## config.mk

```make
export PLATFORM = sky130hd
export DESIGN_NAME = engine_event_trigger_detector_unit
export DESIGN_NICKNAME = d
export VERILOG_FILES = /design/src/sv/eetd_pkg.sv /design/src/sv/eetd_eval.sv /design/src/sv/engine_event_trigger_detector_unit.sv
export SDC_FILE = /design/constraint.sdc
export NUM_CORES = 1
export LEC_CHECK = 0
export ABC_AREA = 1
export CAP_MARGIN = 20
export CORE_UTILIZATION = 60
export CTS_BUF_LIST = sky130_fd_sc_hd__clkbuf_8
export CTS_CLUSTER_SIZE = 12
export DETAILED_ROUTE_END_ITERATION = 6
export DONT_BUFFER_PORTS = 1
export GPL_TIMING_DRIVEN = 0
export PLACE_DENSITY = 0.74
export REMOVE_ABC_BUFFERS = 1
export SKIP_LAST_GASP = 1
export SLEW_MARGIN = 0
export SYNTH_ARGS = -nofsm -noshare
export SYNTH_HDL_FRONTEND = slang
export SYNTH_SLANG_ARGS = --single-unit
```

## constraint.sdc

```tcl
create_clock -name clk_i -period 5.15 [get_ports clk_i]
set_input_delay 0.7725 -clock clk_i [delete_from_list [all_inputs] [get_ports clk_i]]
set_output_delay 0.7725 -clock clk_i [all_outputs]
set_load 0.1 [all_outputs]
```

## src/sv/eetd_pkg.sv

```systemverilog
// Shared types and constants of the engine event trigger detector.
package eetd_pkg;

  localparam int unsigned CdW   = 20;
  localparam int unsigned RpmW  = 15;
  localparam int unsigned LvlW  = 16;
  localparam int unsigned GearW = 5;
  localparam int unsigned TrqW  = 16;
  localparam int unsigned DltW  = 21;

  localparam int unsigned CfgIdxW  = 3;
  localparam int unsigned CfgDataW = 16;

  // Configuration register indexes
  localparam logic [CfgIdxW-1:0] RegRedline    = 3'd0;
  localparam logic [CfgIdxW-1:0] RegImpactLvl  = 3'd1;
  localparam logic [CfgIdxW-1:0] RegRearmLvl   = 3'd2;
  localparam logic [CfgIdxW-1:0] RegHeavyLvl   = 3'd3;
  localparam logic [CfgIdxW-1:0] RegOverrunRpm = 3'd4;

  localparam logic [RpmW-1:0] RedlineReset    = 15'd7000;
  localparam logic [LvlW-1:0] ImpactLvlReset  = 16'd1556;
  localparam logic [LvlW-1:0] RearmLvlReset   = 16'd1147;
  localparam logic [LvlW-1:0] HeavyLvlReset   = 16'd4096;
  localparam logic [RpmW-1:0] OverrunRpmReset = 15'd2600;

  localparam logic [CdW-1:0] DeltaMaxUs      = 20'd1000000;
  localparam logic [CdW-1:0] HeavyReloadUs   = 20'd280000;
  localparam logic [CdW-1:0] LightReloadUs   = 20'd180000;
  localparam logic [CdW-1:0] LimiterReloadUs = 20'd105000;
  localparam logic [CdW-1:0] OverrunReloadUs = 20'd220000;

  localparam logic [RpmW-1:0] RedlineFloor  = 15'd500;
  localparam logic [RpmW-1:0] LimiterMargin = 15'd25;
  localparam logic signed [TrqW-1:0] PopHighTenths = 16'sd80;
  localparam logic signed [TrqW-1:0] PopLowTenths  = -16'sd40;

  localparam int unsigned InDataW  = 80;
  localparam int unsigned OutDataW = 8;

  typedef struct packed {
    logic [RpmW-1:0] redline_rpm;
    logic [LvlW-1:0] impact_level;
    logic [LvlW-1:0] rearm_level;
    logic [LvlW-1:0] heavy_level;
    logic [RpmW-1:0] overrun_min_rpm;
  } cfg_t;

  typedef struct packed {
    logic [DltW-1:0]         delta_us;
    logic [GearW-1:0]        gear_number;
    logic signed [LvlW-1:0]  activity_q12;
    logic                    activity_finite;
    logic [RpmW-1:0]         engine_rpm;
    logic signed [TrqW-1:0]  torque_tenths;
    logic                    torque_finite;
  } frame_t;

  typedef struct packed {
    logic                   seen_first;
    logic [GearW-1:0]       last_gear;
    logic [LvlW-1:0]        last_activity;
    logic signed [TrqW-1:0] last_torque;
    logic [CdW-1:0]         impact_cooldown;
    logic [CdW-1:0]         limiter_cooldown;
    logic [CdW-1:0]         overrun_cooldown;
  } state_t;

  typedef struct packed {
    logic overrun_pop;
    logic limiter_cut;
    logic impact_heavy;
    logic impact_light;
    logic gear_shift;
  } flags_t;

endpackage

```

## src/sv/eetd_eval.sv

```systemverilog
// Per-frame event evaluation: cooldown countdown, triggers and next state.
module eetd_eval import eetd_pkg::*; (
  input  frame_t frame_i,
  input  state_t state_i,
  input  cfg_t   cfg_i,
  output state_t state_o,
  output flags_t flags_o
);

  logic [CdW-1:0]  delta;
  logic [CdW-1:0]  imp_cd, lim_cd, ovr_cd;
  logic [LvlW-1:0] activity;
  logic [RpmW-1:0] redline, cut_rpm;
  logic            impact_hit, heavy, cut_hit, pop_hit;

  always_comb begin
    if (frame_i.delta_us > {1'b0, DeltaMaxUs}) begin
      delta = DeltaMaxUs;
    end else begin
      delta = frame_i.delta_us[CdW-1:0];
    end
    imp_cd = (state_i.impact_cooldown  > delta) ? state_i.impact_cooldown  - delta : '0;
    lim_cd = (state_i.limiter_cooldown > delta) ? state_i.limiter_cooldown - delta : '0;
    ovr_cd = (state_i.overrun_cooldown > delta) ? state_i.overrun_cooldown - delta : '0;

    // negative or non-finite activity reads as zero
    activity = (frame_i.activity_finite && !frame_i.activity_q12[LvlW-1])
             ? frame_i.activity_q12 : '0;

    redline = (cfg_i.redline_rpm < RedlineFloor) ? RedlineFloor : cfg_i.redline_rpm;
    cut_rpm = redline - LimiterMargin;

    impact_hit = state_i.seen_first && (activity > cfg_i.impact_level)
              && (state_i.last_activity <= cfg_i.rearm_level) && (imp_cd == '0);
    heavy      = activity >= cfg_i.heavy_level;
    cut_hit    = state_i.seen_first && (frame_i.engine_rpm >= cut_rpm) && (lim_cd == '0);
    pop_hit    = state_i.seen_first && (state_i.last_torque > PopHighTenths)
              && frame_i.torque_finite && (frame_i.torque_tenths < PopLowTenths)
              && (frame_i.engine_rpm > cfg_i.overrun_min_rpm) && (ovr_cd == '0);

    flags_o.gear_shift   = state_i.seen_first && (frame_i.gear_number != state_i.last_gear);
    flags_o.impact_light = impact_hit && !heavy;
    flags_o.impact_heavy = impact_hit && heavy;
    flags_o.limiter_cut  = cut_hit;
    flags_o.overrun_pop  = pop_hit;

    state_o.seen_first       = 1'b1;
    state_o.last_gear        = frame_i.gear_number;
    state_o.last_activity    = activity;
    state_o.last_torque      = frame_i.torque_finite ? frame_i.torque_tenths : '0;
    state_o.impact_cooldown  = impact_hit ? (heavy ? HeavyReloadUs : LightReloadUs) : imp_cd;
    state_o.limiter_cooldown = cut_hit ? LimiterReloadUs : lim_cd;
    state_o.overrun_cooldown = pop_hit ? OverrunReloadUs : ovr_cd;
  end

endmodule

```

## src/sv/engine_event_trigger_detector_unit.sv

```systemverilog
// Engine event trigger detector: one telemetry frame in, one set of event flags out.
// Takes one item per clock while m_axis_tready does not stall it: an input register holds
// the frame, a single pass of compares and subtracts against the stored state
// (previous gear, activity, torque and three cooldown timers) produces the flags,
// and a result register presents them; state advances as the item leaves the
// input register, so back-to-back items see each other's updates. Configuration
// writes are taken in any cycle (ready is always high) and must be issued only
// while no item is in flight.
module engine_event_trigger_detector_unit import eetd_pkg::*; (
  input  logic                clk_i,
  input  logic                rst_ni,
  input  logic                s_axis_tvalid,
  output logic                s_axis_tready,
  // delta_us[20:0], gear_number[25:21], activity_q12[41:26], activity_finite[42],
  // engine_rpm[57:43], torque_tenths[73:58], torque_finite[74], zero pad
  input  logic [InDataW-1:0]  s_axis_tdata,
  output logic                m_axis_tvalid,
  input  logic                m_axis_tready,
  // gear_shift[0], impact_light[1], impact_heavy[2], limiter_cut[3],
  // overrun_pop[4], zero pad
  output logic [OutDataW-1:0] m_axis_tdata,
  input  logic                cfg_valid_i,
  output logic                cfg_ready_o,
  input  logic [CfgIdxW-1:0]  cfg_index_i,
  input  logic [CfgDataW-1:0] cfg_data_i
);

  cfg_t   cfg_q;
  state_t state_q, state_d;
  frame_t frame_q, frame_in;
  flags_t flags_q, flags_d;
  logic   in_valid_q, out_valid_q;
  logic   advance, load;

  assign frame_in.delta_us        = s_axis_tdata[20:0];
  assign frame_in.gear_number     = s_axis_tdata[25:21];
  assign frame_in.activity_q12    = s_axis_tdata[41:26];
  assign frame_in.activity_finite = s_axis_tdata[42];
  assign frame_in.engine_rpm      = s_axis_tdata[57:43];
  assign frame_in.torque_tenths   = s_axis_tdata[73:58];
  assign frame_in.torque_finite   = s_axis_tdata[74];

  // advance the held frame when the result register is free or being drained
  assign advance       = in_valid_q && (!out_valid_q || m_axis_tready);
  assign s_axis_tready = !in_valid_q || advance;
  assign load          = s_axis_tvalid && s_axis_tready;
  assign cfg_ready_o   = 1'b1;

  eetd_eval u_eval (
    .frame_i (frame_q),
    .state_i (state_q),
    .cfg_i   (cfg_q),
    .state_o (state_d),
    .flags_o (flags_d)
  );

  always_ff @(posedge clk_i or negedge rst_ni) begin
    if (!rst_ni) begin
      cfg_q.redline_rpm     <= RedlineReset;
      cfg_q.impact_level    <= ImpactLvlReset;
      cfg_q.rearm_level     <= RearmLvlReset;
      cfg_q.heavy_level     <= HeavyLvlReset;
      cfg_q.overrun_min_rpm <= OverrunRpmReset;
    end else if (cfg_valid_i) begin
      unique case (cfg_index_i)
        RegRedline:    cfg_q.redline_rpm     <= cfg_data_i[RpmW-1:0];
        RegImpactLvl:  cfg_q.impact_level    <= cfg_data_i;
        RegRearmLvl:   cfg_q.rearm_level     <= cfg_data_i;
        RegHeavyLvl:   cfg_q.heavy_level     <= cfg_data_i;
        RegOverrunRpm: cfg_q.overrun_min_rpm <= cfg_data_i[RpmW-1:0];
        default: ;
      endcase
    end
  end

  always_ff @(posedge clk_i or negedge rst_ni) begin
    if (!rst_ni) begin
      state_q     <= '0;
      in_valid_q  <= 1'b0;
      out_valid_q <= 1'b0;
    end else begin
      if (advance) begin
        state_q <= state_d;
      end
      if (s_axis_tready) begin
        in_valid_q <= s_axis_tvalid;
      end
      if (advance) begin
        out_valid_q <= 1'b1;
      end else if (m_axis_tready) begin
        out_valid_q <= 1'b0;
      end
    end
  end

  always_ff @(posedge clk_i) begin
    if (load) begin
      frame_q <= frame_in;
    end
    if (advance) begin
      flags_q <= flags_d;
    end
  end

  assign m_axis_tvalid = out_valid_q;
  assign m_axis_tdata  = {{(OutDataW-5){1'b0}}, flags_q};

endmodule
```

==> metrics.txt <==
status=finished, final reports clean; final core utilization=about two thirds; gpl congestion=approximately 0.92; CTS tree=yes; Final Hold Vio Count=0; # setup viols final=0; GRT Total Usage=roughly 30%; Routed WL per cell=approximately 17 um; crit start category=flop; crit-path max FO=16; Yosys warning count=0; port bufs=0; final net count=2225; Filler Cell Count=roughly 2200; die area=between 20000 and 30000 sq um; slew margin rel.=~27%; Post-DP Area=16100 sq um; DR DRC count=0; period utilisation layout=93.0%; cts bufs inserted=43; Post-synth top flop=dfrtp_1; hold slack=approximately 0.058 ns; Overflow after GRT=0; Via-to-Cell Ratio=5.51; CTS HTree Levels=2; Final Slew Violations=0; Seq cells post-synth=between 200 and 300; synthesis-to-finish area growth=8.02%; RSZ-0062 raised after global routing=no; Iter 0 DRT Violations=about 930; Worst R2R Path Depth=30; DR pass1 iterations=6; # clock sinks=about 260; clock transition at the registers of the reported paths=0.06 ns; Finished Cell Area=approximately 17000 sq um; clock skew=just over 0.04 ns; total power=slightly above 7 mW; Critical-path top delay cell=nor2_1; Avg Synthesized Cell Area=8.03 sq um; Post-Route WL=38900 um; number of antenna-violating nets in the routed design=0; Worst Path Required=about 5.7 ns; initial antenna violation count=0; half-perimeter wire length after placement=27900 um; Critical R2R Launch=frame_q[67]; max-capacitance violation count=0; Clock Path Buffers=3; register area share after synthesis=a little over two fifths; clk_lat worst skew=between 0.5 and 0.6 ns; Cell Area, Synth=approximately 16000 sq um; critical path class=reg2reg; Peak VDD IR=0.300 mV; Multi-input gate area=7730 sq um; R2R Path End=state_q[46]; Lkg Pwr=approximately 8.8 nW; ratio of cells with drive above 1 in the final layout=about 7.5%; Post-Layout Cell Count=2353; Distinct cells, synth=between 50 and 60; root buffer cell=clkbuf_8; Hold Crit Class=in2async; number of global-route vias before repair=roughly 13000; most frequent CP cell=nand2_1; Cells after DPL=approximately 2300; Core Footprint=around 26000 sq um; largest net degree at the start of global routing=156; row count=between 50 and 60; Setup Buffers After CTS=0; first-pass GRT wire length=62600 um; number of I/O pins=115; initial core utilization=61.1%; max incr delay on CP=0.44 ns; Die Wd=about 160 um; Max Freq=~0.21 GHz; Post-synth ARST share=69.0%; CP Capture Type=flop; Worst-Margin Slew=roughly 1.1 ns; CP arrival=~5.3 ns; total number of vias=between 10000 and 15000; r2r setup slk=about 0.36 ns; Cells after Synth=roughly 2000; Power Density=421 nW/um^2; Post-synth EDFFs=80; Die Y=approximately 160 um; flip-flop and latch area=~6900 sq um; fin crit period=around 4.8 ns
==> cells in the mapped netlist (all sizes together) (15+ instances only) <==
| cell | n | share of area [%] |
|---|---|---|
| dfrtp | 155 | 24 |
| ha | 136 | 11 |
| a21oi | 109 | 3.7 |
| buf | 15 | 0.69 |
| nand3 | 115 | 4.0 |
| o21ai | 159 | 5.0 |
| dfstp | 23 | 3.8 |
| nand2 | 558 | 14 |
| nand4 | 24 | 1.0 |
| edfxtp | 80 | 15 |
| nor3 | 22 | 0.69 |
| clkbuf | 34 | 0.80 |
| xor2 | 24 | 1.3 |
| nor2 | 146 | 3.6 |
| inv | 282 | 6.7 |
==> layout make-up <==
cell class,count,share of cell area [%]
Timing Repair Buffer,5,0.613
Antenna cell,1,0.0146
Multi-Input combinational cell,1391,45.1
Tap cell,335,2.44
Inverter,283,6.25
Clock buffer,49,3.93
Sequential cell,258,40.1
Clock inverter,31,1.55
==> registers in the layout (all words and copies together), names as in the netlist <==
name	count
state_q	98
cfg_q	78
frame_q	75
m_axis_tdata	5
in_valid_q	1
m_axis_tvalid	1
==> power breakdown <==
part	switching [mW]	internal (mW)
combinational	1.65	0.870
sequential	0.266	2.48
clock	0.867	1.09
total	2.78	4.44
==> layer usage <==
layer  up-vias  wire length, um  GRT usage [%]
met5         -                0              0
met4         0             1610           14.0
met3        86             1680           4.22
met2       311            19400           53.2
met1      6063            16200           35.4
li1       6495                -              -
==> how the worst max path moves through the flow <==
| stage | start | endpoint | slack (ns) | cells after the start |
|---|---|---|---|---|
| floorplan | m_axis_tvalid | m_axis_tdata[0] | -0.20 | 3 |
| global route | frame_q[67] | state_q[46] | 0.03 | 30 |
| global placement | m_axis_tvalid | state_q[32] | -3.23 | 6 |
| finish | frame_q[67] | state_q[46] | 0.36 | 30 |
| CTS | cfg_q[77] | state_q[31] | 0.28 | 26 |
| detailed placement | cfg_q[77] | state_q[32] | 0.29 | 26 |
==> cells in the final DEF (no fill, tap or decap), types with 5 or more instances in the layout <==
| cell type | netlist | final |
|---|---|---|
| nand2_2 | 8 | 8 |
| nand2_4 | 6 | 7 |
| clkinv_1 | 1 | 7 |
| inv_1 | 277 | 284 |
| a31oi_1 | 9 | 8 |
| nand3_2 | 7 | 7 |
| nand3_1 | 106 | 106 |
| nand4_1 | 22 | 22 |
| nor3_1 | 22 | 22 |
| nor2_1 | 141 | 141 |
| clkinv_2 | 0 | 9 |
| a21oi_1 | 99 | 99 |
| o21ai_1 | 5 | 5 |
| nand2_1 | 543 | 542 |
| o21ai_0 | 153 | 153 |
| ha_1 | 136 | 136 |
| clkbuf_8 | 0 | 49 |
| edfxtp_1 | 80 | 80 |
| a21oi_2 | 10 | 10 |
| dfrtp_1 | 155 | 155 |
| a21o_1 | 7 | 7 |
| o21a_1 | 10 | 10 |
| o31ai_1 | 7 | 7 |
| nand3b_1 | 5 | 5 |
| xor2_1 | 24 | 24 |
| conb_1 | 2 | 6 |
| dfstp_2 | 23 | 23 |
| xnor2_1 | 9 | 9 |
| nor4_1 | 6 | 6 |
==> timing repair <==
action                                 in CTS  in global routing
endpoints found under the hold margin     155                  0
setup endpoints to repair                   0                  8
hold buffers                                1                  0
gates resized for setup                     0                  2
==> metrics by stage <==
step           setup slack [ns]  setup TNS, ns
2_1_floorplan            -0.196          -4.12
3_3_place_gp              -3.23        -231.50
3_5_place_dp              0.288              0
4_1_cts                   0.283              0
5_1_grt                  0.0311              0
6_report                  0.361              0
==> worst max-delay path, delay by kind of cell, from the launching register on <==
kind,cells,cell delay [ns]
AO/OA/AOI/OAI,2,0.46
adder cells (fa/ha/maj),2,0.67
buffers and inverters,2,0.24
AND/OR/NAND/NOR,24,2.92
flip-flops,1,0.43
==> logic make-up (layout without fill, tap and decap cells) <==
kind of cell | Yosys count | in the layout | synth area share, %
AND/OR/NAND/NOR | 885 | 885 | 23.8
flip-flops | 258 | 258 | 43.4
AO/OA/AOI/OAI | 328 | 328 | 11.7
adder cells (fa/ha/maj) | 139 | 139 | 11.1
XOR/XNOR | 33 | 33 | 1.82
buffers and inverters | 332 | 368 | 8.20
other | 2 | 7 | 0.0473
Power figures use the tool's default switching activity.
